[src/rtl/core/deq_pkg.sv]
`timescale 1ns / 1ps
// ----------------------------------------------------------------------------
// deq_pkg: shared definitions for the double-ended queue
// Opcodes, status codes, default sizes and the types passed between the
// controller, the storage cells and the result buffer.
// ----------------------------------------------------------------------------
package deq_pkg;

    localparam int DEPTH_DEF     = 16;
    localparam int WORD_BITS_DEF = 32;

    // Widths of the request and result fields.
    localparam int OPCODE_BITS = 3;
    localparam int VALUE_BITS  = 32;

    localparam logic [OPCODE_BITS-1:0] OP_PUSH_FRONT = 3'd0;
    localparam logic [OPCODE_BITS-1:0] OP_PUSH_BACK  = 3'd1;
    localparam logic [OPCODE_BITS-1:0] OP_POP_FRONT  = 3'd2;
    localparam logic [OPCODE_BITS-1:0] OP_POP_BACK   = 3'd3;
    localparam logic [OPCODE_BITS-1:0] OP_PEEK_FRONT = 3'd4;
    localparam logic [OPCODE_BITS-1:0] OP_PEEK_BACK  = 3'd5;
    localparam logic [OPCODE_BITS-1:0] OP_CLEAR      = 3'd6;

    localparam logic STATUS_OK    = 1'b0;
    localparam logic STATUS_ERROR = 1'b1;

    // Command broadcast to every cell of the chain.
    typedef struct packed {
        logic push_front;
        logic push_back;
        logic pop_front;
        logic pop_back;
        logic clear;
        logic rd_load;
        logic rd_shift;
    } t_cell_cmd;

    typedef struct packed {
        logic                  status;
        logic [VALUE_BITS-1:0] read_value;
    } t_result;

endpackage

[src/rtl/core/deq_if.sv]
`timescale 1ns / 1ps
// ----------------------------------------------------------------------------
// deq_if: request and result channels of the double-ended queue
// Valid/ready channels; an item moves on a rising edge with both high.
// ----------------------------------------------------------------------------
interface deq_req_if;
    logic                              valid;
    logic                              ready;
    logic [deq_pkg::OPCODE_BITS-1:0]   opcode;
    logic [deq_pkg::VALUE_BITS-1:0]    push_value;

    modport source (output valid, output opcode, output push_value, input ready);
    modport sink   (input valid, input opcode, input push_value, output ready);
endinterface

interface deq_rsp_if;
    logic                              valid;
    logic                              ready;
    logic                              status;
    logic [deq_pkg::VALUE_BITS-1:0]    read_value;

    modport source (output valid, output status, output read_value, input ready);
    modport sink   (input valid, input status, input read_value, output ready);
endinterface

[src/rtl/core/deq_cell.sv]
`timescale 1ns / 1ps
// ----------------------------------------------------------------------------
// deq_cell: one storage position of the queue chain
// Holds one word and its occupancy bit, shifts with its neighbours and
// takes part in the back-read chain that carries the back word to cell 0.
// ----------------------------------------------------------------------------
module deq_cell #(
    parameter int WORD_BITS = deq_pkg::WORD_BITS_DEF
) (
    input  logic                  i_clk,
    input  logic                  i_rst_n,
    input  deq_pkg::t_cell_cmd    i_cmd,
    input  logic [WORD_BITS-1:0]  i_word,
    input  logic                  i_left_valid,
    input  logic [WORD_BITS-1:0]  i_left_data,
    input  logic                  i_right_valid,
    input  logic [WORD_BITS-1:0]  i_right_data,
    input  logic                  i_right_rd_hit,
    input  logic [WORD_BITS-1:0]  i_right_rd_data,
    output logic                  o_valid,
    output logic [WORD_BITS-1:0]  o_data,
    output logic                  o_rd_hit,
    output logic [WORD_BITS-1:0]  o_rd_data
);

    logic                 r_valid, n_valid;
    logic [WORD_BITS-1:0] r_data, n_data;
    logic                 r_rd_hit, n_rd_hit;
    logic [WORD_BITS-1:0] r_rd_data, n_rd_data;
    logic                 w_is_back;

    // The back cell is the last occupied one.
    assign w_is_back = r_valid && !i_right_valid;

    always_comb begin
        n_valid   = r_valid;
        n_data    = r_data;
        n_rd_hit  = r_rd_hit;
        n_rd_data = r_rd_data;
        if (i_cmd.push_front) begin
            n_valid = i_left_valid;
            n_data  = i_left_data;
        end
        if (i_cmd.push_back && !r_valid && i_left_valid) begin
            n_valid = 1'b1;
            n_data  = i_word;
        end
        if (i_cmd.pop_front) begin
            n_valid = i_right_valid;
            n_data  = i_right_data;
        end
        if (i_cmd.pop_back && w_is_back) begin
            n_valid = 1'b0;
        end
        if (i_cmd.clear) begin
            n_valid = 1'b0;
        end
        if (i_cmd.rd_load) begin
            n_rd_hit  = w_is_back;
            n_rd_data = r_data;
        end
        if (i_cmd.rd_shift) begin
            n_rd_hit  = i_right_rd_hit;
            n_rd_data = i_right_rd_data;
        end
    end

    always_ff @(posedge i_clk) begin
        if (!i_rst_n) begin
            r_valid  <= 1'b0;
            r_rd_hit <= 1'b0;
        end else begin
            r_valid  <= n_valid;
            r_rd_hit <= n_rd_hit;
        end
    end

    always_ff @(posedge i_clk) begin
        r_data    <= n_data;
        r_rd_data <= n_rd_data;
    end

    assign o_valid   = r_valid;
    assign o_data    = r_data;
    assign o_rd_hit  = r_rd_hit;
    assign o_rd_data = r_rd_data;

endmodule

[src/rtl/core/deq_out_buf.sv]
`timescale 1ns / 1ps
// ----------------------------------------------------------------------------
// deq_out_buf: two-entry result buffer
// Decouples the result channel so that a new request can be taken while an
// earlier result is still waiting.
// ----------------------------------------------------------------------------
module deq_out_buf (
    input  logic              i_clk,
    input  logic              i_rst_n,
    input  logic              i_push,
    input  deq_pkg::t_result  i_result,
    output logic              o_space,
    deq_rsp_if.source         o_rsp
);

    localparam logic [1:0] BUF_ENTRIES = 2'd2;

    logic [1:0]        r_cnt, n_cnt;
    deq_pkg::t_result  r_q0, n_q0;
    deq_pkg::t_result  r_q1, n_q1;
    logic              w_pop;
    logic [1:0]        w_slot;

    assign w_pop  = o_rsp.valid && o_rsp.ready;
    assign w_slot = r_cnt - {1'b0, w_pop};

    always_comb begin
        n_q0  = w_pop ? r_q1 : r_q0;
        n_q1  = r_q1;
        n_cnt = w_slot + {1'b0, i_push};
        if (i_push) begin
            if (w_slot == 2'd0) begin
                n_q0 = i_result;
            end else begin
                n_q1 = i_result;
            end
        end
    end

    always_ff @(posedge i_clk) begin
        if (!i_rst_n) begin
            r_cnt <= 2'd0;
        end else begin
            r_cnt <= n_cnt;
        end
    end

    always_ff @(posedge i_clk) begin
        r_q0 <= n_q0;
        r_q1 <= n_q1;
    end

    assign o_space          = (r_cnt != BUF_ENTRIES);
    assign o_rsp.valid      = (r_cnt != 2'd0);
    assign o_rsp.status     = r_q0.status;
    assign o_rsp.read_value = r_q0.read_value;

endmodule

[src/rtl/core/double_ended_queue.sv]
`timescale 1ns / 1ps
// ----------------------------------------------------------------------------
// double_ended_queue: double-ended queue of fixed-width words
// A row of DEPTH identical cells holds the queue with its front in cell 0;
// a small controller decodes requests and a two-entry buffer returns results.
// ----------------------------------------------------------------------------
// Every request (push front, push back, pop front, pop back, peek front, peek
// back, clear) returns exactly one result with an ok or error status and, for
// a successful peek, the word read. Pushes, pops, peek front and clear are
// finished when taken, so such requests may follow one another in every
// cycle while the result buffer has room. Peek back is slower: the back
// word travels towards cell 0 along a registered read chain through the
// cells, one cell per cycle, and no request is taken meanwhile.
// Results wait in a two-entry buffer, so one further request can be taken
// while the result channel stalls. After reset the queue is empty at once;
// no clearing pass is needed. Stored words keep the low WORD_BITS bits of
// push_value, and read_value carries the low 32 bits of a word, zero-padded.
// ----------------------------------------------------------------------------
module double_ended_queue #(
    parameter int DEPTH     = deq_pkg::DEPTH_DEF,
    parameter int WORD_BITS = deq_pkg::WORD_BITS_DEF
) (
    input  logic      i_clk,
    input  logic      i_rst_n,
    deq_req_if.sink   i_req,
    deq_rsp_if.source o_rsp
);

    localparam int VB = deq_pkg::VALUE_BITS;

    // Controller states.
    localparam logic S_IDLE = 1'b0;
    localparam logic S_READ = 1'b1;

    logic                 r_state, n_state;
    deq_pkg::t_cell_cmd   w_cmd;
    logic                 w_accept;
    logic                 w_out_space;
    logic                 w_res_valid;
    deq_pkg::t_result     w_result;
    logic                 w_empty, w_full;

    logic [WORD_BITS-1:0] w_word;
    logic [VB-1:0]        w_front_ext, w_back_ext;

    // Chain signals, one element per cell; cell 0 holds the front.
    logic [DEPTH-1:0]     w_valid;
    logic [DEPTH-1:0]     w_rd_hit;
    logic [WORD_BITS-1:0] w_data    [DEPTH];
    logic [WORD_BITS-1:0] w_rd_data [DEPTH];

    // Occupancy is a run of ones from cell 0, so the ends of that run tell
    // whether the queue is empty or full.
    assign w_empty = !w_valid[0];
    assign w_full  = w_valid[DEPTH-1];

    // Word width conversions between the fixed 32-bit ports and the cells.
    generate
        if (WORD_BITS <= VB) begin : g_in_narrow
            assign w_word = i_req.push_value[WORD_BITS-1:0];
        end else begin : g_in_wide
            assign w_word = {{(WORD_BITS - VB){1'b0}}, i_req.push_value};
        end
        if (WORD_BITS >= VB) begin : g_out_wide
            assign w_front_ext = w_data[0][VB-1:0];
            assign w_back_ext  = w_rd_data[0][VB-1:0];
        end else begin : g_out_narrow
            assign w_front_ext = {{(VB - WORD_BITS){1'b0}}, w_data[0]};
            assign w_back_ext  = {{(VB - WORD_BITS){1'b0}}, w_rd_data[0]};
        end
    endgenerate

    // Requests are taken only in the idle state and only with room for
    // the result, so a result always finds a free buffer entry.
    assign i_req.ready = (r_state == S_IDLE) && w_out_space;
    assign w_accept    = i_req.valid && i_req.ready;

    always_comb begin
        n_state             = r_state;
        w_cmd               = '0;
        w_res_valid         = 1'b0;
        w_result.status     = deq_pkg::STATUS_OK;
        w_result.read_value = '0;
        case (r_state)
            S_IDLE: begin
                if (w_accept) begin
                    w_res_valid = 1'b1;
                    case (i_req.opcode)
                        deq_pkg::OP_PUSH_FRONT: begin
                            if (w_full) begin
                                w_result.status = deq_pkg::STATUS_ERROR;
                            end else begin
                                w_cmd.push_front = 1'b1;
                            end
                        end
                        deq_pkg::OP_PUSH_BACK: begin
                            if (w_full) begin
                                w_result.status = deq_pkg::STATUS_ERROR;
                            end else begin
                                w_cmd.push_back = 1'b1;
                            end
                        end
                        deq_pkg::OP_POP_FRONT: begin
                            if (w_empty) begin
                                w_result.status = deq_pkg::STATUS_ERROR;
                            end else begin
                                w_cmd.pop_front = 1'b1;
                            end
                        end
                        deq_pkg::OP_POP_BACK: begin
                            if (w_empty) begin
                                w_result.status = deq_pkg::STATUS_ERROR;
                            end else begin
                                w_cmd.pop_back = 1'b1;
                            end
                        end
                        deq_pkg::OP_PEEK_FRONT: begin
                            if (w_empty) begin
                                w_result.status = deq_pkg::STATUS_ERROR;
                            end else begin
                                w_result.read_value = w_front_ext;
                            end
                        end
                        deq_pkg::OP_PEEK_BACK: begin
                            if (w_empty) begin
                                w_result.status = deq_pkg::STATUS_ERROR;
                            end else begin
                                // The result follows once the back word
                                // has reached cell 0 of the read chain.
                                w_res_valid   = 1'b0;
                                w_cmd.rd_load = 1'b1;
                                n_state       = S_READ;
                            end
                        end
                        deq_pkg::OP_CLEAR: begin
                            w_cmd.clear = 1'b1;
                        end
                        default: begin
                            w_result.status = deq_pkg::STATUS_ERROR;
                        end
                    endcase
                end
            end
            S_READ: begin
                if (w_rd_hit[0]) begin
                    w_res_valid         = 1'b1;
                    w_result.read_value = w_back_ext;
                    n_state             = S_IDLE;
                end else begin
                    w_cmd.rd_shift = 1'b1;
                end
            end
            default: begin
                n_state = S_IDLE;
            end
        endcase
    end

    always_ff @(posedge i_clk) begin
        if (!i_rst_n) begin
            r_state <= S_IDLE;
        end else begin
            r_state <= n_state;
        end
    end

    // The chain of cells. Cell 0 sees an occupied left neighbour carrying
    // the pushed word, so a push to the front shifts that word in, and a push
    // to the back into an empty queue lands in cell 0. The last cell sees an
    // empty right neighbour.
    generate
        for (genvar g = 0; g < DEPTH; g++) begin : g_cell
            logic                 left_valid;
            logic [WORD_BITS-1:0] left_data;
            logic                 right_valid;
            logic [WORD_BITS-1:0] right_data;
            logic                 right_rd_hit;
            logic [WORD_BITS-1:0] right_rd_data;

            if (g == 0) begin : g_first
                assign left_valid = 1'b1;
                assign left_data  = w_word;
            end else begin : g_inner_l
                assign left_valid = w_valid[g-1];
                assign left_data  = w_data[g-1];
            end

            if (g == DEPTH - 1) begin : g_last
                assign right_valid   = 1'b0;
                assign right_data    = '0;
                assign right_rd_hit  = 1'b0;
                assign right_rd_data = '0;
            end else begin : g_inner_r
                assign right_valid   = w_valid[g+1];
                assign right_data    = w_data[g+1];
                assign right_rd_hit  = w_rd_hit[g+1];
                assign right_rd_data = w_rd_data[g+1];
            end

            deq_cell #(
                .WORD_BITS (WORD_BITS)
            ) u_cell (
                .i_clk           (i_clk),
                .i_rst_n         (i_rst_n),
                .i_cmd           (w_cmd),
                .i_word          (w_word),
                .i_left_valid    (left_valid),
                .i_left_data     (left_data),
                .i_right_valid   (right_valid),
                .i_right_data    (right_data),
                .i_right_rd_hit  (right_rd_hit),
                .i_right_rd_data (right_rd_data),
                .o_valid         (w_valid[g]),
                .o_data          (w_data[g]),
                .o_rd_hit        (w_rd_hit[g]),
                .o_rd_data       (w_rd_data[g])
            );
        end
    endgenerate

    deq_out_buf u_out_buf (
        .i_clk    (i_clk),
        .i_rst_n  (i_rst_n),
        .i_push   (w_res_valid),
        .i_result (w_result),
        .o_space  (w_out_space),
        .o_rsp    (o_rsp)
    );

    // Occupied cells always form one run starting at cell 0.
    a_occupancy_run: assert property (@(posedge i_clk) disable iff (!i_rst_n)
        ((w_valid & (w_valid + DEPTH'(1))) == '0))
        else $error("queue occupancy is not a run from cell 0");

    // A result is only ever produced when the buffer has room for it.
    a_result_room: assert property (@(posedge i_clk) disable iff (!i_rst_n)
        w_res_valid |-> w_out_space)
        else $error("result produced with a full result buffer");

    // The queue occupancy is left alone while the back word is read out.
    a_read_stable: assert property (@(posedge i_clk) disable iff (!i_rst_n)
        (r_state == S_READ) |=> $stable(w_valid))
        else $error("occupancy changed during a back read");

endmodule
[src/flat_wrapper.sv]
// flat-port wrapper written by rule: the top's interface ports become plain ports
module double_ended_queue_flat 
#(
    parameter int DEPTH     = deq_pkg::DEPTH_DEF,
    parameter int WORD_BITS = deq_pkg::WORD_BITS_DEF
)
  (i_clk, i_rst_n, i_req_valid, i_req_opcode, i_req_push_value, i_req_ready, o_rsp_valid, o_rsp_status, o_rsp_read_value, o_rsp_ready);
  deq_req_if i_req_i ();
  deq_rsp_if o_rsp_i ();
  input  logic i_clk;
  input  logic i_rst_n;
  input wire logic [$bits(i_req_i.valid)-1:0] i_req_valid;
  input wire logic [$bits(i_req_i.opcode)-1:0] i_req_opcode;
  input wire logic [$bits(i_req_i.push_value)-1:0] i_req_push_value;
  output wire logic [$bits(i_req_i.ready)-1:0] i_req_ready;
  output wire logic [$bits(o_rsp_i.valid)-1:0] o_rsp_valid;
  output wire logic [$bits(o_rsp_i.status)-1:0] o_rsp_status;
  output wire logic [$bits(o_rsp_i.read_value)-1:0] o_rsp_read_value;
  input wire logic [$bits(o_rsp_i.ready)-1:0] o_rsp_ready;
  assign i_req_i.valid = i_req_valid;
  assign i_req_i.opcode = i_req_opcode;
  assign i_req_i.push_value = i_req_push_value;
  assign i_req_ready = i_req_i.ready;
  assign o_rsp_valid = o_rsp_i.valid;
  assign o_rsp_status = o_rsp_i.status;
  assign o_rsp_read_value = o_rsp_i.read_value;
  assign o_rsp_i.ready = o_rsp_ready;
  double_ended_queue #(.DEPTH(DEPTH), .WORD_BITS(WORD_BITS)) u_core (.i_clk(i_clk), .i_rst_n(i_rst_n), .i_req(i_req_i), .o_rsp(o_rsp_i));
endmodule
[config.mk]
export PLATFORM = sky130hd
export DESIGN_NAME = double_ended_queue_flat
export DESIGN_NICKNAME = d
export VERILOG_FILES = /design/src/rtl/core/deq_pkg.sv /design/src/rtl/core/deq_if.sv /design/src/rtl/core/deq_cell.sv /design/src/rtl/core/deq_out_buf.sv /design/src/rtl/core/double_ended_queue.sv /design/src/flat_wrapper.sv
export SDC_FILE = /design/constraint.sdc
export NUM_CORES = 2
export LEC_CHECK = 0
export ABC_AREA = 1
export BUFFER_PORTS_ARGS = -buffer_cell sky130_fd_sc_hd__buf_2
export CAP_MARGIN = 20
export CORE_UTILIZATION = 30
export DETAILED_ROUTE_END_ITERATION = 8
export PLACE_DENSITY = 0.41
export SLEW_MARGIN = 20
export SYNTH_ARGS = -nofsm -noshare
export SYNTH_HDL_FRONTEND = slang
export SYNTH_SLANG_ARGS = --single-unit
[constraint.sdc]
create_clock -name i_clk -period 8.7 [get_ports i_clk]
set_input_delay 0 -clock i_clk [delete_from_list [all_inputs] [get_ports i_clk]]
set_output_delay 0 -clock i_clk [all_outputs]
set_load 0.005 [all_outputs]
After elaboration in Yosys (flattened, before gate mapping)
Cells that the tools add are included.
W data, S select, Z words.
{"block": "classes", "add_sub_neg": 2, "n_mux": 184, "shifts": 0, "n_lt_le_gt_ge": 0, "bitwise_logic": 3, "div": 0, "n_reduce_logical": 121, "eq_ne": 7, "multipliers": 0}
{"operator": "$mux W32", "count": 80}
{"operator": "$mux W33", "count": 4}
{"operator": "$mux W1", "count": 94}
{"operator": "$logic_and A1 B1 Y1", "count": 65}
{"operator": "$pmux W32 S2", "count": 1}
{"operator": "$reduce_bool A3 Y1", "count": 15}
{"operator": "$reduce_or A3 Y1", "count": 15}
{"operator": "$logic_not A1 Y1", "count": 16}
{"operator": "$mux W6", "count": 2}
{"operator": "$eq A3 B3 Y1 const B", "count": 3}
{"operator": "$reduce_or A4 Y1", "count": 2}
{"operator": "$eq A3 B2 Y1 const B", "count": 2}
{"operator": "$reduce_bool A2 Y1", "count": 3}
{"operator": "$pmux W1 S2", "count": 2}
{"operator": "$reduce_or A2 Y1", "count": 2}
{"operator": "$eq A3 B1 Y1 const B", "count": 1}
{"operator": "$logic_not A3 Y1", "count": 1}
{"operator": "$not A1 Y1", "count": 3}
{"operator": "$pmux W1 S3", "count": 1}
{"operator": "$add A2 B1 Y2", "count": 1}
{"operator": "$logic_not A2 Y1", "count": 1}
{"operator": "$ne A2 B2 Y1 const B", "count": 1}
{"operator": "$reduce_and A2 Y1", "count": 1}
{"operator": "$sub A2 B1 Y2", "count": 1}
{"block": "totals", "output_inout_bits": 35, "romBits": 0, "mem_bits_rw": 0, "inputBits": 39, "mem_count": 0, "latchBits": 0, "reg_bits": 1125}

Logic depth before layout (Yosys ltp)
{"block": "logic_depth", "ltp_word": 9, "ltp_mapped": 13}

Hierarchy
From an unflattened synthesis, not the netlist that was laid out.
{"block": "hier_totals", "cells_unflattened": 7332, "hier_area_um2": 60483.0}
{"mod": "deq_cell", "seq_area_each_um2": 1961.9, "n_inst": 16, "area_per_inst_um2": 3542.1, "cells_each": 428}
{"mod": "deq_out_buf", "seq_area_each_um2": 1691.6, "n_inst": 1, "area_per_inst_um2": 2860.2, "cells_each": 334}
{"mod": "double_ended_queue", "seq_area_each_um2": 20.0, "n_inst": 1, "area_per_inst_um2": 948.4, "cells_each": 150}

Least setup slack after synthesis
OpenSTA, ideal clock, no wires.
{"block": "synth_path", "kind": "register -> register", "from": "register u_core.u_out_buf.r_cnt[0]", "to": "register u_core.g_cell[0].u_cell.r_rd_data[0] (enable)", "path_stages_with_launch": 8, "path_slack_ns": 1.430, "synth_period_minus_slack_ns": 7.270, "n_path_buf": 1, "arrival_time_ns": 6.633, "path_cell_list": "dfxtp_1 > inv_2 > nand2_1 > nand3_4 > nor2_2 > nor2_1 > inv_2 > buf_2"}
{"block": "synth_via", "elab_chain_len": 6}
{"item": "from (decl)", "line": "deq_out_buf.sv:18", "text": "logic [1:0] r_cnt, n_cnt;"}
{"item": "from (signal assigned)", "line": "deq_out_buf.sv:44", "text": "r_cnt <= n_cnt;"}
{"item": "$ne A2 B2 Y1", "line": "deq_out_buf.sv:53", "text": "assign o_space = (r_cnt != BUF_ENTRIES);"}
{"item": "$logic_and A1 B1 Y1", "line": "double_ended_queue.sv:75", "text": "assign i_req.ready = (r_state == S_IDLE) && w_out_space;"}
{"item": "$logic_and A1 B1 Y1", "line": "double_ended_queue.sv:76", "text": "assign w_accept = i_req.valid && i_req.ready;"}
{"item": "$mux W6", "line": "double_ended_queue.sv:86", "text": "if (w_accept) begin"}
{"item": "$mux W6", "line": "double_ended_queue.sv:84", "text": "case (r_state)"}
{"item": "$reduce_bool A2 Y1 (no source line)"}
{"item": "to (signal assigned)", "line": "deq_cell.sv:80", "text": "r_rd_data <= n_rd_data;"}
{"item": "to (decl)", "line": "deq_cell.sv:29", "text": "logic [WORD_BITS-1:0] r_rd_data, n_rd_data;"}
No other way between the ends.
A chain may end at the register's enable or synchronous reset.

Worst setup path after layout
{"block": "layout_path", "from": "register u_core.g_cell[0].u_cell.r_valid", "to": "register u_core.g_cell[3].u_cell.r_rd_data[22] (enable)"}
{"block": "layout_via", "elab_chain_len": 5}
{"item": "from (decl)", "line": "deq_cell.sv:26", "text": "logic r_valid, n_valid;"}
{"item": "from (signal assigned)", "line": "deq_cell.sv:73", "text": "r_valid <= n_valid;"}
{"item": "$mux W1", "line": "double_ended_queue.sv:125", "text": "if (w_empty) begin"}
{"item": "$mux W1", "line": "double_ended_queue.sv:88", "text": "case (i_req.opcode)"}
{"item": "$mux W6", "line": "double_ended_queue.sv:86"}
{"item": "$mux W6", "line": "double_ended_queue.sv:84"}
{"item": "$reduce_bool A2 Y1 (no source line)"}
{"item": "to (signal assigned)", "line": "deq_cell.sv:80"}
{"item": "to (decl)", "line": "deq_cell.sv:29"}
No other way between the ends.

==> summary.md <==
| Metric | Value |
|---|---|
| DRC | 0 |
| Req. time, crit path | 9.05 ns |
| Clock Power Share | 41.9% |
| Effective utilization at floorplan | 30.3% |
| RSZ-0062 raised after global routing | false |
| Final slew viol count | 0 |
| Hold WC Path Type | in2reg |
| Period utilization | 45.4% |
| Core Area | 174,000 sq um |
| Gr ovfl total | 0 |
| Sw Share | 25.4% |
| Final setup skew | 0.0304 ns |
| Synthesized Nets | 5,890 |
| DR iter-0 viols | 4,091 |
| Final #Nets | 5,795 |
| Io pins | 74 |
| Status | complete, no violations |
| Worst Tran Pin Value | 1.15 ns |
| Worst-path clk slew | 0.06 ns |
| Worst slew margin | 22.8% |
| Per-cell routed wire length | 22.2 um |
| Setup violators final | 0 |
| FFs w/ async S/R, synth | 0% |
| Int Power | 0.00981 W |
| Clk_lat worst skew | 0.75 ns |
| Synth warn | 0 |
| Register area share after synthesis | 61.7% |
| Root Driver | clkbuf_16 |
| Crit Path Category | reg2reg |
| H-tree depth | 4 |
| DR vias/cell | 4.97 |
| Proportion of layout cells with a drive suffix above 1 | 6.67% |
| Seq cells post-synth | 1,125 |
| Antenna violations before repair | 15 |
| Sequential share of power | 49.5% |
| Synth unique cells | 31 |
| Gp weighted congestion | 0.776 |
| Commonest cells after routing, fill and taps aside | nand2_1 (2,169), edfxtp_1 (993), nor2_1 (608) |
| Worst Setup End Kind | register |
| Post-DRT Antenna Nets | 0 |
| Max Freq | 253 MHz |
| Dpl cells | 7,899 |
| Top_reg_cell synth | edfxtp_1 |
| # resized after CTS | 0 |
| Post-synthesis cell count | 5,849 |
| Min Tclk post-route | 3.95 ns |
| Setup TNS | 0 ns |
| GRT Resource Usage Total | 20.3% |
| Pwr dens | 220 nW/um^2 |
| Share of the synthesized area in the top cell type | 56.6% |
| Die W | 421 um |
| Vias in the first global route | 38,712 |
| # Max-Cap Violations | 0 |
| IO Port Bufs | 73 |
| HPWL after DPL | 113,000 um |
| Clock Tree Buf Depth | 3 |
| Crit Path Max Fanout | 113 |
| Number of CTS-inserted buffers | 138 |
| Layout Cells excl Fill | 8,186 |
| Final hold violations | 0 |
| Multi-input logic area | 17,500 sq um |
| Peak supply drop | 0.183 mV |
| Psw | 0.00334 W |
| # fillers | 17,989 |
| Largest net degree at the start of global routing | 181 |
| Register area | 32,500 sq um |
| Area growth syn-to-layout | 13.4% |
| Gate power share | 8.5% |
| Setup crit start kind | register |
| Global-route wire length before repair | 269,000 um |
| Top cell type by total area after synthesis | edfxtp_1 |
| Commonest non-fill, non-tap cell in the layout | nand2_1 |
| Post-Synthesis Mean Instance Area | 9.00 sq um |
| Post-synth EDFFs | 993 |
| WL final | 182,000 um |
| Die Y | 421 um |
| Mapped Area | 52,600 sq um |
| CP arrival | 4.30 ns |
| DP Worst Slack | 4.72 ns |
| # Post-CTS Setup Buffers | 0 |
| Synth top area cells | edfxtp_1 (57%), nand2_1 (16%), dfxtp_1 (5.0%), a31oi_1 (5.0%), nor2_1 (4.4%) |
| Die area | 177,000 sq um |
| Via Count | 40,711 |
| Row cnt | 153 |
| Pleak | 23.7 nW |
| TritonCTS clock tree | yes |
| Final setup margin | 4.75 ns |
| Clk sink count | 1,125 |
| 1st-pass router iterations | 6 |
final cells by class:
class | count | share of cell area, %
inverters | 245 | 1.57
flip-flops and latches | 1125 | 54.4
clock inverters | 47 | 0.587
multi-input cells | 4037 | 29.4
clock buffers | 199 | 6.51
well taps | 2325 | 4.88
diodes | 1 | 0.00419
repair buffers | 207 | 2.68
cells in the mapped netlist (21+ instances only):
cell      number
nand3_1      449
o211ai_1      41
clkbuf_1     258
buf_2        161
o21ai_1       36
a21oi_1       35
buf_1         21
o21ai_0      221
edfxtp_1     993
dfxtp_1      132
nand2_1     2174
inv_1        236
nor2_1       624
a31oi_1      417
final timing paths:
| kind | from | to | slack (ns) | cells past startpoint |
|---|---|---|---|---|
| max | u_core.g_cell[0].u_cell.o_valid | u_core.g_cell[3].u_cell.o_rd_data[22] | 4.75 | 8 |
| min | i_rst_n | u_core.u_out_buf.r_cnt[0] | 0.21 | 4 |
| max reg2reg | u_core.g_cell[0].u_cell.o_valid | u_core.g_cell[3].u_cell.o_rd_data[22] | 4.75 | 8 |
| min reg2reg | u_core.g_cell[9].u_cell.o_rd_hit | u_core.g_cell[9].u_cell.o_rd_hit | 0.48 | 2 |
state kept, by name, summed over array words and instances (netlist names):
register	flops
u_core.g_cell.u_cell.o_data	512
u_core.g_cell.u_cell.o_rd_data	512
u_core.u_out_buf.r_q1	33
u_core.u_out_buf.o_rsp.read_value	32
u_core.g_cell.u_cell.o_rd_hit	16
u_core.g_cell.u_cell.o_valid	16
u_core.u_out_buf.r_cnt	2
u_core.r_state	1
u_core.u_out_buf.o_rsp.status	1
routing by layer:
layer  global-route usage, %  vias up  wire length [um]
met4                    3.90        0              2690
met2                    30.4     1152             78900
li1                        -    19572                 -
met5                       0        -                 0
met1                    30.7    19808             89600
met3                    3.16      179             10400
critical path, cell delays in order (launching register included):
cell     delay (ns)
dfxtp_1        0.33
buf_4          0.30
nand3_1        0.18
nor2_2         0.30
buf_4          0.53
nor2_1         0.08
buf_4          0.23
inv_8          0.68
buf_4          0.82
cells by family after synthesis:
family / Yosys count / share of synthesized area, %
AND/OR/NAND/NOR: 3284 / 24.7
AO/OA/AOI/OAI: 750 / 8.32
adder cells (fa/ha/maj): 2 / 0.0475
XOR/XNOR: 1 / 0.0166
flip-flops: 1125 / 61.7
buffers and inverters: 687 / 5.29
what timing repair did:
item / 4_1_cts / 5_1_grt
hold buffers: 40 / 0
setup endpoints to repair: 0 / 0
endpoints found under the hold margin: 494 / 0
power groups by stage:
stage          registers, W  clock network [W]  logic, W
6_report            0.00652            0.00552   0.00112
5_1_grt             0.00655            0.00585   0.00127
4_1_cts             0.00652            0.00567   0.00114
3_5_place_dp        0.00663                  0   0.00112
3_3_place_gp        0.00663                  0   0.00112
2_1_floorplan       0.00655                  0  0.000698
through the flow:
step	cell area, sq um	total power [W]	hold WS, ns	utilization [%]
after floorplan	52600	0.00724	0.225	-
after global placement	55000	0.00774	0.397	31.6
after detailed placement	55000	0.00775	0.405	31.6
after CTS	59700	0.0133	0.156	34.3
after global routing	59700	0.0137	0.225	34.3
final	59700	0.0132	0.213	34.3
Note: power is estimated with default switching activity, not from simulation.
